`config.mk`:
```
export PLATFORM = sky130hd
export DESIGN_NAME = message_hash_32
export DESIGN_NICKNAME = d
export VERILOG_FILES = /design/src/sv/mh32_pkg.sv /design/src/sv/mh32_front.sv /design/src/sv/mh32_queue.sv /design/src/sv/mh32_back.sv /design/src/sv/message_hash_32.sv
export SDC_FILE = /design/constraint.sdc
export NUM_CORES = 1
export LEC_CHECK = 0
export ABC_AREA = 1
export BUFFER_PORTS_ARGS = -buffer_cell sky130_fd_sc_hd__buf_4
export CORE_MARGIN = 2
export CORE_UTILIZATION = 65
export CTS_BUF_LIST = sky130_fd_sc_hd__clkbuf_8
export DETAILED_ROUTE_END_ITERATION = 7
export PLACE_DENSITY = 0.86
export SYNTH_ARGS = -nofsm -noshare
export SYNTH_HDL_FRONTEND = slang
export SYNTH_SLANG_ARGS = --single-unit
export TNS_END_PERCENT = 30
```
`constraint.sdc`:
```
create_clock -name i_clk -period 7.55 [get_ports i_clk]
set_input_delay 0.3775 -clock i_clk [delete_from_list [all_inputs] [get_ports i_clk]]
set_output_delay 0.3775 -clock i_clk [all_outputs]
set_load 0.05 [all_outputs]
```
`src/sv/mh32_pkg.sv`:
```
// ----------------------------------------------------------------------------
// mh32_pkg
// Shared types and constants for the streaming 32-bit message hash.
// ----------------------------------------------------------------------------
package mh32_pkg;

    localparam int LENGTH_BITS_DEF = 16;
    localparam int QUEUE_DEPTH     = 2;

    // byte position inside a 4-byte group
    localparam logic [1:0] POS_B0 = 2'd0;
    localparam logic [1:0] POS_B1 = 2'd1;
    localparam logic [1:0] POS_B2 = 2'd2;
    localparam logic [1:0] POS_B3 = 2'd3;

    typedef struct packed {
        logic        first;
        logic        last;
        logic [1:0]  pos;
        logic [7:0]  data;
        logic [15:0] half;
        logic [31:0] seed;
    } t_item;

    function automatic logic [31:0] sext8(input logic [7:0] v);
        return {{24{v[7]}}, v};
    endfunction

    function automatic logic [31:0] sext16(input logic [15:0] v);
        return {{16{v[15]}}, v};
    endfunction

endpackage

```
`src/sv/mh32_front.sv`:
```
// ----------------------------------------------------------------------------
// mh32_front
// Accepts message bytes, counts them and tags each item with its group
// position, start and end of message, and the 16-bit half it completes.
// ----------------------------------------------------------------------------
module mh32_front #(
    parameter int LENGTH_BITS = mh32_pkg::LENGTH_BITS_DEF
) (
    input  logic                   i_clk,
    input  logic                   i_rst_n,
    input  logic                   i_valid,
    output logic                   o_ready,
    input  logic [7:0]             i_data_byte,
    input  logic [LENGTH_BITS-1:0] i_message_length,
    input  logic                   i_full,
    output logic                   o_push,
    output mh32_pkg::t_item        o_item
);

    logic [LENGTH_BITS-1:0] r_count;
    logic [LENGTH_BITS-1:0] n_count;
    logic [7:0]             r_prev;
    logic [LENGTH_BITS:0]   count_inc;
    logic                   last;

    assign o_ready   = !i_full;
    assign o_push    = i_valid && o_ready;
    assign count_inc = {1'b0, r_count} + {{LENGTH_BITS{1'b0}}, 1'b1};
    assign last      = count_inc >= {1'b0, i_message_length};
    assign n_count   = last ? '0 : count_inc[LENGTH_BITS-1:0];

    always_comb begin
        o_item.first = (r_count == '0);
        o_item.last  = last;
        o_item.pos   = r_count[1:0];
        o_item.data  = i_data_byte;
        o_item.half  = {i_data_byte, r_prev};
        o_item.seed  = 32'(i_message_length);
    end

    always_ff @(posedge i_clk) begin
        if (!i_rst_n) begin
            r_count <= '0;
        end else if (o_push) begin
            r_count <= n_count;
        end
    end

    always_ff @(posedge i_clk) begin
        if (o_push) begin
            r_prev <= i_data_byte;
        end
    end

endmodule

```
`src/sv/mh32_queue.sv`:
```
// ----------------------------------------------------------------------------
// mh32_queue
// Short register queue of classified items between the front and the back.
// ----------------------------------------------------------------------------
module mh32_queue #(
    parameter int DEPTH = mh32_pkg::QUEUE_DEPTH
) (
    input  logic            i_clk,
    input  logic            i_rst_n,
    input  logic            i_push,
    input  mh32_pkg::t_item i_item,
    output logic            o_full,
    input  logic            i_pop,
    output logic            o_valid,
    output mh32_pkg::t_item o_item
);

    localparam int PW = $clog2(DEPTH);
    localparam int CW = $clog2(DEPTH + 1);
    localparam logic [PW-1:0] PTR_LAST = PW'(DEPTH - 1);

    mh32_pkg::t_item r_mem [DEPTH];
    logic [PW-1:0]   r_wp;
    logic [PW-1:0]   r_rp;
    logic [CW-1:0]   r_cnt;
    logic [CW-1:0]   n_cnt;

    assign o_full  = (r_cnt == CW'(DEPTH));
    assign o_valid = (r_cnt != '0);
    assign o_item  = r_mem[r_rp];

    always_comb begin
        n_cnt = r_cnt;
        if (i_push && !i_pop) begin
            n_cnt = r_cnt + CW'(1);
        end else if (!i_push && i_pop) begin
            n_cnt = r_cnt - CW'(1);
        end
    end

    always_ff @(posedge i_clk) begin
        if (!i_rst_n) begin
            r_wp  <= '0;
            r_rp  <= '0;
            r_cnt <= '0;
        end else begin
            r_cnt <= n_cnt;
            if (i_push) begin
                r_wp <= (r_wp == PTR_LAST) ? '0 : r_wp + PW'(1);
            end
            if (i_pop) begin
                r_rp <= (r_rp == PTR_LAST) ? '0 : r_rp + PW'(1);
            end
        end
    end

    always_ff @(posedge i_clk) begin
        if (i_push) begin
            r_mem[r_wp] <= i_item;
        end
    end

endmodule

```
`src/sv/mh32_back.sv`:
```
// ----------------------------------------------------------------------------
// mh32_back
// Folds items into the running hash, at most one add per byte, and finishes a
// message through a stalling pipeline: tail mix, then three avalanche steps.
// ----------------------------------------------------------------------------
module mh32_back (
    input  logic            i_clk,
    input  logic            i_rst_n,
    input  logic            i_valid,
    input  mh32_pkg::t_item i_item,
    output logic            o_pop,
    output logic            o_valid,
    input  logic            i_ready,
    output logic [31:0]     o_hash_value
);

    localparam int NSTG = 6;

    typedef struct packed {
        logic [31:0] c;
        logic [1:0]  pos;
        logic [7:0]  tb;
    } t_fin;

    function automatic logic [31:0] asr(input logic [31:0] v, input int s);
        return 32'($signed(v) >>> s);
    endfunction

    function automatic t_fin stage_fn(input logic [2:0] k, input t_fin s);
        t_fin        r;
        logic [31:0] c;
        logic [31:0] t;
        r = s;
        c = s.c;
        t = '0;
        case (k)
            3'd1: begin
                if (s.pos == mh32_pkg::POS_B0) begin
                    c = c + mh32_pkg::sext8(s.tb);
                end
            end
            3'd2: begin
                case (s.pos)
                    mh32_pkg::POS_B0: begin
                        c = c ^ (c << 10);
                        c = c + asr(c, 1);
                    end
                    mh32_pkg::POS_B1: begin
                        c = c ^ (c << 11);
                        c = c + asr(c, 17);
                    end
                    mh32_pkg::POS_B2: begin
                        t = (mh32_pkg::sext8(s.tb) << 2) ^ c;
                        c = c ^ (t << 16);
                        c = c + asr(c, 11);
                    end
                    default: begin
                        c = s.c;
                    end
                endcase
            end
            3'd3: begin
                c = c ^ (c << 3);
                c = c + asr(c, 5);
            end
            3'd4: begin
                c = c ^ (c << 4);
                c = c + asr(c, 17);
            end
            3'd5: begin
                c = c ^ (c << 25);
                c = c + asr(c, 6);
            end
            default: begin
                c = s.c;
            end
        endcase
        r.c = c;
        return r;
    endfunction

    logic [31:0] r_hash;
    logic [31:0] base;
    logic [31:0] hi;
    logic [31:0] grp;
    logic [31:0] n_hash;
    t_fin        r_s   [NSTG];
    t_fin        n_s   [NSTG];
    logic        r_v   [NSTG];
    logic        rdy   [NSTG+1];

    // running hash update, at most one add per byte
    always_comb begin
        base = i_item.first ? i_item.seed : r_hash;
        hi   = (mh32_pkg::sext16(i_item.half) ^ (base << 5)) << 11;
        grp  = base ^ hi;
        case (i_item.pos)
            mh32_pkg::POS_B1: begin
                n_hash = base + mh32_pkg::sext16(i_item.half);
            end
            mh32_pkg::POS_B3: begin
                n_hash = grp + asr(grp, 11);
            end
            default: begin
                n_hash = base;
            end
        endcase
    end

    always_comb begin
        rdy[NSTG] = i_ready;
        for (int k = NSTG - 1; k >= 0; k--) begin
            rdy[k] = !r_v[k] || rdy[k+1];
        end
    end

    assign o_pop = i_valid && (!i_item.last || rdy[0]);

    always_comb begin
        n_s[0].c   = n_hash;
        n_s[0].pos = i_item.pos;
        n_s[0].tb  = i_item.data;
        for (int k = 1; k < NSTG; k++) begin
            n_s[k] = stage_fn(3'(k), r_s[k-1]);
        end
    end

    always_ff @(posedge i_clk) begin
        if (o_pop && !i_item.last) begin
            r_hash <= n_hash;
        end
    end

    always_ff @(posedge i_clk) begin
        if (!i_rst_n) begin
            for (int k = 0; k < NSTG; k++) begin
                r_v[k] <= 1'b0;
            end
        end else begin
            if (rdy[0]) begin
                r_v[0] <= i_valid && i_item.last;
            end
            for (int k = 1; k < NSTG; k++) begin
                if (rdy[k]) begin
                    r_v[k] <= r_v[k-1];
                end
            end
        end
    end

    always_ff @(posedge i_clk) begin
        for (int k = 0; k < NSTG; k++) begin
            if (rdy[k]) begin
                r_s[k] <= n_s[k];
            end
        end
    end

    assign o_valid      = r_v[NSTG-1];
    assign o_hash_value = r_s[NSTG-1].c;

endmodule

```
`src/sv/message_hash_32.sv`:
```
// ----------------------------------------------------------------------------
// message_hash_32
// Streaming 32-bit hash of a byte message, one byte per item.
// ----------------------------------------------------------------------------
// throughput: one byte per cycle unless stalled; the running hash takes at most one add a byte
// output: the hash of a message passes the item queue and then the finishing
//   pipeline, which holds it while the output is not taken
// reset: synchronous active-low i_rst_n clears the byte count, queue and
//   pipeline valids; the block is ready in the first cycle after reset
// ----------------------------------------------------------------------------
module message_hash_32 #(
    parameter int LENGTH_BITS = mh32_pkg::LENGTH_BITS_DEF,
    parameter int QDEPTH      = mh32_pkg::QUEUE_DEPTH
) (
    input  logic                   i_clk,
    input  logic                   i_rst_n,
    input  logic                   i_valid,
    output logic                   o_ready,
    input  logic [7:0]             i_data_byte,
    input  logic [LENGTH_BITS-1:0] i_message_length,
    output logic                   o_valid,
    input  logic                   i_ready,
    output logic [31:0]            o_hash_value
);

    mh32_pkg::t_item f_item;
    mh32_pkg::t_item q_item;
    logic            f_push;
    logic            q_full;
    logic            q_valid;
    logic            b_pop;

    mh32_front #(
        .LENGTH_BITS(LENGTH_BITS)
    ) u_front (
        .i_clk            (i_clk),
        .i_rst_n          (i_rst_n),
        .i_valid          (i_valid),
        .o_ready          (o_ready),
        .i_data_byte      (i_data_byte),
        .i_message_length (i_message_length),
        .i_full           (q_full),
        .o_push           (f_push),
        .o_item           (f_item)
    );

    mh32_queue #(
        .DEPTH(QDEPTH)
    ) u_queue (
        .i_clk   (i_clk),
        .i_rst_n (i_rst_n),
        .i_push  (f_push),
        .i_item  (f_item),
        .o_full  (q_full),
        .i_pop   (b_pop),
        .o_valid (q_valid),
        .o_item  (q_item)
    );

    mh32_back u_back (
        .i_clk        (i_clk),
        .i_rst_n      (i_rst_n),
        .i_valid      (q_valid),
        .i_item       (q_item),
        .o_pop        (b_pop),
        .o_valid      (o_valid),
        .i_ready      (i_ready),
        .o_hash_value (o_hash_value)
    );

endmodule

```
Yosys cells after proc, flatten, opt, wreduce, memory -nomap -nowiden
Memory sizes are Yosys's and may differ from the RTL's. A register that Yosys moved wholly into a read port is not among the register bits.
Index checks and enable logic that the tools add are counted.

cells by class
  add/sub/neg operators = 14
  order comparisons = 1
  eq/ne operators = 5
  multiplexer cells = 44
  bitwise operators = 15
  reductions and logical operators = 28

operator list
  kind                     count
  $add A32 B32 Y32         9
  $xor A32 B32 Y32         7
  $pmux W32 S3             1
  $mux W32                 2
  $pmux W32 S2             1
  $mux W1                  37
  $xor A21 B21 Y21         1
  $add A16 B1 Y17 const B  1
  $ge A17 B16 Y1           1
  $logic_not A16 Y1        1
  $mux W16                 1
  $xor A16 B16 Y16         1
  $logic_not A1 Y1         10
  $logic_or A1 B1 Y1       7
  $eq A2 B2 Y1 const B     3
  $logic_and A1 B1 Y1      6
  $or A1 B1 Y1             6
  $eq A2 B1 Y1 const B     2
  $logic_not A2 Y1         2
  $mux W2                  2
  $reduce_bool A2 Y1       2
  $add A1 B1 Y1 const B    2
  $add A2 B1 Y2 const B    1
  $sub A2 B1 Y2 const B    1

storage, ports and cells
  flip-flop bits (word level) = 60
  RAM bits = 346
  input bits = 28
  output and inout bits = 34
  word-level logic and storage cells = 116
  memories = 3

memory list
  memory         words  width  rd ports  clocked after memory_dff  wr ports  line              text
  u_back.r_s     6      42     6         0                         6         mh32_back.sv:87   t_fin r_s [NSTG];
  u_queue.r_mem  2      44     1         1                         1         mh32_queue.sv:22  mh32_pkg::t_item r_mem [DEPTH];
  u_back.r_v     6      1      6         0                         6         mh32_back.sv:89   logic r_v [NSTG];

Depth between registers and ports, before layout
An unclocked memory read counts as a cell.

  depth after elaboration = 13
  mapped depth = 23
  gate-level depth less buffers = 20

Cells and area by module
Synthesis repeated with hierarchy kept, for this count alone.

unflattened totals
  cells, all modules = 4884
  area total of the unflattened synthesis = 36388.6 µm²

by module, submodules not included
  module      instances  cells an instance  area an instance (µm²)  sequential area each (µm²)
  mh32_back   1          4333               29154.2                 7507.2
  mh32_queue  1          222                4863.4                  3703.6
  mh32_front  1          329                2371.0                  560.5

Worst setup path after synthesis
Ideal clock, no wire load.

  kind = flip-flop to flip-flop
  start = reg (tool-made name)
  end = reg u_back.r_hash[29] (data pin)
  setup time = 0.265 ns
  data arrival time = 3.335 ns
  data required time = 7.285 ns
  setup slack = 3.950 ns
  stages on the path, launching flop included = 19
  path buffers = 3
  period minus slack after synthesis = 3.600 ns
  path through = dfxtp_1 buf_4 inv_4 nand2_1 nand2_1 buf_4 buf_4 nor2_1 a31oi_1 ha_1 xnor2_1 ha_1 a21o_1 a31oi_1 nand2_1 a21oi_1 nand3_1 nand3_1 nand3_1

RTL lines
  item                    line              text
  end signal: assignment  mh32_back.sv:130  r_hash <= n_hash;
  end: declaration        mh32_back.sv:82   logic [31:0] r_hash;

==> flow_summary_export.csv <==
group,metric,value,unit
run_status,status,"finished, final reports clean",
global_route,grt_pass1_vias,31560,
timing,fin_setup_tns,0,ns
floorplan,die_area,0.05304,sq mm
setup_path,r2r-end,"u_back.r_hash[30]",
timing,worst_slew_pin_slew,1.282,ns
timing,setup_ws,2.513,ns
clock_tree,cts_buffer_depth,3,
timing,max_freq,198.5,MHz
hold_path,min_to,"u_back.r_v[5]",
logic_synthesis,syn_inst,4783,
logic_synthesis,synth_warnings,0,
drt,vias_per_cell,6.065,
setup_path,slowest_stage,"xnor2_1",
drt,wirelength,112.0,mm
logic_synthesis,yosys.area.top_type_share,29.32,%
timing,setup_viol,0,
clock_tree,post-cts-setup-buffers,0,
floorplan,dieWidth,230.3,um
logic_synthesis,synth-main-ff-cell,"edfxtp_1",
global_route,grt.overflow.total,0,
floorplan,start_util,66.08,%
logic_synthesis,yosysTopAreaCell,"edfxtp_1",
clock_tree,cts_made_buffers,57,
layout,antennaDiodeCount,0,
logic_synthesis,synth-edff-count,325,
layout,area_growth,7.919,%
logic_synthesis,synth_area,0.03329,sq mm
setup_path,crit_arrival,5.43,ns
flow_run,drv_cap,0,
global_route,grt_antenna_before_repair,2,
timing,hold_ws,0.05381,ns
logic_synthesis,synth_area_leaders,"edfxtp_1 29%, nand2_1 16%, ha_1 11%, inv_1 6.9%, xor2_1 5.9%",
setup_path,path_cells,"buf_4 -> inv_4 -> nand2_1 -> nand2_1 -> buf_4 -> nor2_1 -> a31oi_1 -> ha_1 -> xnor2_1 -> ha_1 -> a21oi_1 -> nor2_1 -> o21ai_0 -> nand2_1 -> a21oi_1 -> nand3_1 -> nand3_1 -> nand3_1",
drt,drc,0,
layout,layout.nets,5220,
clock_tree,clock-sinks,351,
timing,fin_skew,0.03484,ns
floorplan,num_rows,82,
floorplan,ioPinCount,62,
floorplan,coreArea,0.05038,sq mm
drt,ant_nets,0,
timing,slew_headroom,14.43,%
placement,place_hpwl,86.55,mm
placement,place.port_buffers,61,
setup_path,crit_buf_inv,3,
clock_tree,cts-root-buf,"clkbuf_8",
placement,place.gp.congestion,1.074,
setup_path,path_class,"flip-flop to flip-flop",
setup_path,worstPathRequired,7.94,ns
logic_synthesis,synth.distinct_cells,47,
clock_tree,cts_tree,"done",
timing,fin_crit_sh,66.72,%
logic_synthesis,ys_seq_elements,351,
setup_path,crit_path_max_fanout,37,
setup_path,rrSetupSlack,2.51,ns
setup_path,r2r_cells,18,
global_route,grt_max_degree,45,
hold_path,hold_path_class,"input pin to flip-flop",
drt,num_vias,33990,
placement,dp_slack,2.629,ns
setup_path,crit_path_end_kind,"flip-flop",
setup_path,critPathTopFamily,"simple AND/OR/NAND/NOR gates",
clock_tree,cts_htree_levels,2,
setup_path,startpoint_type,"flip-flop",
timing,min_period,5.037,ns
hold_path,hp-start,"i_ready",
setup_path,max_stage_delay,0.81,ns
logic_synthesis,syn_nets,5120,
floorplan,chipHeight,230.3,um
drt,drt_first_pass_iters,8,
timing,hold_violations,0,
global_route,track_usage,41.56,%
logic_synthesis,ys_seq_area_share,30.88,%
global_route,grt_pass1_wl,172.5,mm
layout,drive_gt1_share,4.380,%
drt,wire_per_inst,19.98,um
timing,rsz0062_at_grt,"no",
drt,first_iter_violations,4455,
clock_tree,clk_latency,0.66,ns
timing,drv_slew,0,
clock_tree,cts.clk_slew.worst_paths,0.06,ns
hold_path,min_path_cells,3,
logic_synthesis,synth-async-reset-ratio,0,%
setup_path,path_depth,18,
logic_synthesis,syn_area_per_cell,6.960,sq um
[layout make-up]
class	count	area, sq um
clock inverters	51	417.9
inverters	611	2296
multi-input cells	3762	20500
repair buffers	100	810.8
well taps	672	840.8
clock buffers	57	784.5
flip-flops and latches	351	10280
fillers	4154	14450
[kinds of logic after synthesis]
family | after synthesis | synth area share [%]
and+or+nand+nor | 2479 | 31.11
AOI/OAI and AO/OA | 709 | 11.57
buffers and inverters | 670 | 7.656
DFF | 351 | 30.88
adders and majority gates | 309 | 11.82
xor gates and xnor gates | 265 | 6.972
[per-layer routing]
metal,track usage [%],part of all wire [%],vias up
met2,65.85,43,2102
met4,18.91,5.4,2
li1,-,-,16120
met3,7.912,11,412
met1,55.20,40,15350
met5,0,0.012,-
[Yosys cell counts, types with 4 or more instances]
cell type,count
a21boi_0,12
a21o_1,23
a21oi_1,360
a31oi_1,11
and2_1,7
buf_2,7
buf_4,6
clkbuf_1,45
dfxtp_1,26
edfxtp_1,325
fa_1,9
ha_1,300
inv_1,608
nand2_1,1444
nand3_1,353
nand3b_1,30
nand4_1,77
nor2_1,442
nor2_2,4
nor3_1,57
nor4_1,17
o2111ai_1,4
o211ai_1,16
o21a_1,10
o21ai_0,224
o21ai_1,8
o21bai_1,28
o221ai_1,4
or2_2,39
xnor2_1,42
xor2_1,223
[stage by stage]
| step | cell area, sq um | util, % | cells |
|---|---|---|---|
| after floorplan | 33290 | - | 4783 |
| after global placement | 34480 | 68.45 | 5472 |
| after detailed placement | 34480 | 68.45 | 5472 |
| after CTS | 35930 | 71.32 | 5604 |
| after global routing | 35930 | 71.32 | 5604 |
| final | 35930 | 71.32 | 5604 |
[how the worst max path moves through the flow]
stage | from | endpoint | slack [ns]
6_report | flip-flop | u_back.r_hash[30] | 2.51
5_1_grt | flip-flop | u_back.r_s[0][38] | 2.06
4_1_cts | flip-flop | u_back.r_s[0][38] | 2.57
3_5_place_dp | flip-flop | u_back.r_s[0][38] | 2.63
3_3_place_gp | flip-flop | u_back.r_hash[29] | 2.77
2_1_floorplan | flip-flop | u_back.r_hash[29] | 3.95
[what timing repair did]
| item | CTS | global route |
|---|---|---|
| resized for setup | 0 | 0 |
| hold buffers | 24 | 0 |
| endpoints found under the setup margin | 0 | 0 |
| hold endpoints to repair | 56 | 0 |
[worst register-to-register path: cells and delay by family, from the launching register on]
| kind | cells | cell delay, ns |
|---|---|---|
| and+or+nand+nor | 8 | 1.08 |
| xor gates and xnor gates | 1 | 0.81 |
| DFF | 1 | 0.30 |
| buffers and inverters | 3 | 0.89 |
| AOI/OAI and AO/OA | 4 | 0.84 |
| adders and majority gates | 2 | 0.87 |
[state kept, by name, indices dropped and copies added, names as in the netlist, 2 cells and up, named ones only]
register	flops
u_back.r_s	212
u_queue.r_mem	72
u_back.r_hash	32
u_front.r_count	16
u_front.r_prev	8
u_back.r_v	6
u_queue.r_cnt	2
[cell usage in the layout (no fill, tap or decap), drive strengths merged, types with 10 or more instances in the layout]
cell,count
a21boi,12
a21o,23
a21oi,361
a31oi,12
buf,76
clkbuf,57
clkinv,21
dfxtp,26
dlygate4sd3,24
edfxtp,325
ha,300
inv,631
nand2,1444
nand3,353
nand3b,30
nand4,78
nor2,448
nor3,58
nor4,17
o211ai,16
o21a,10
o21ai,234
o21bai,28
or2,42
xnor2,42
xor2,223
Power is not shown: default switching activity piles up to over one toggle a cycle in this logic, so the estimate is an artifact.
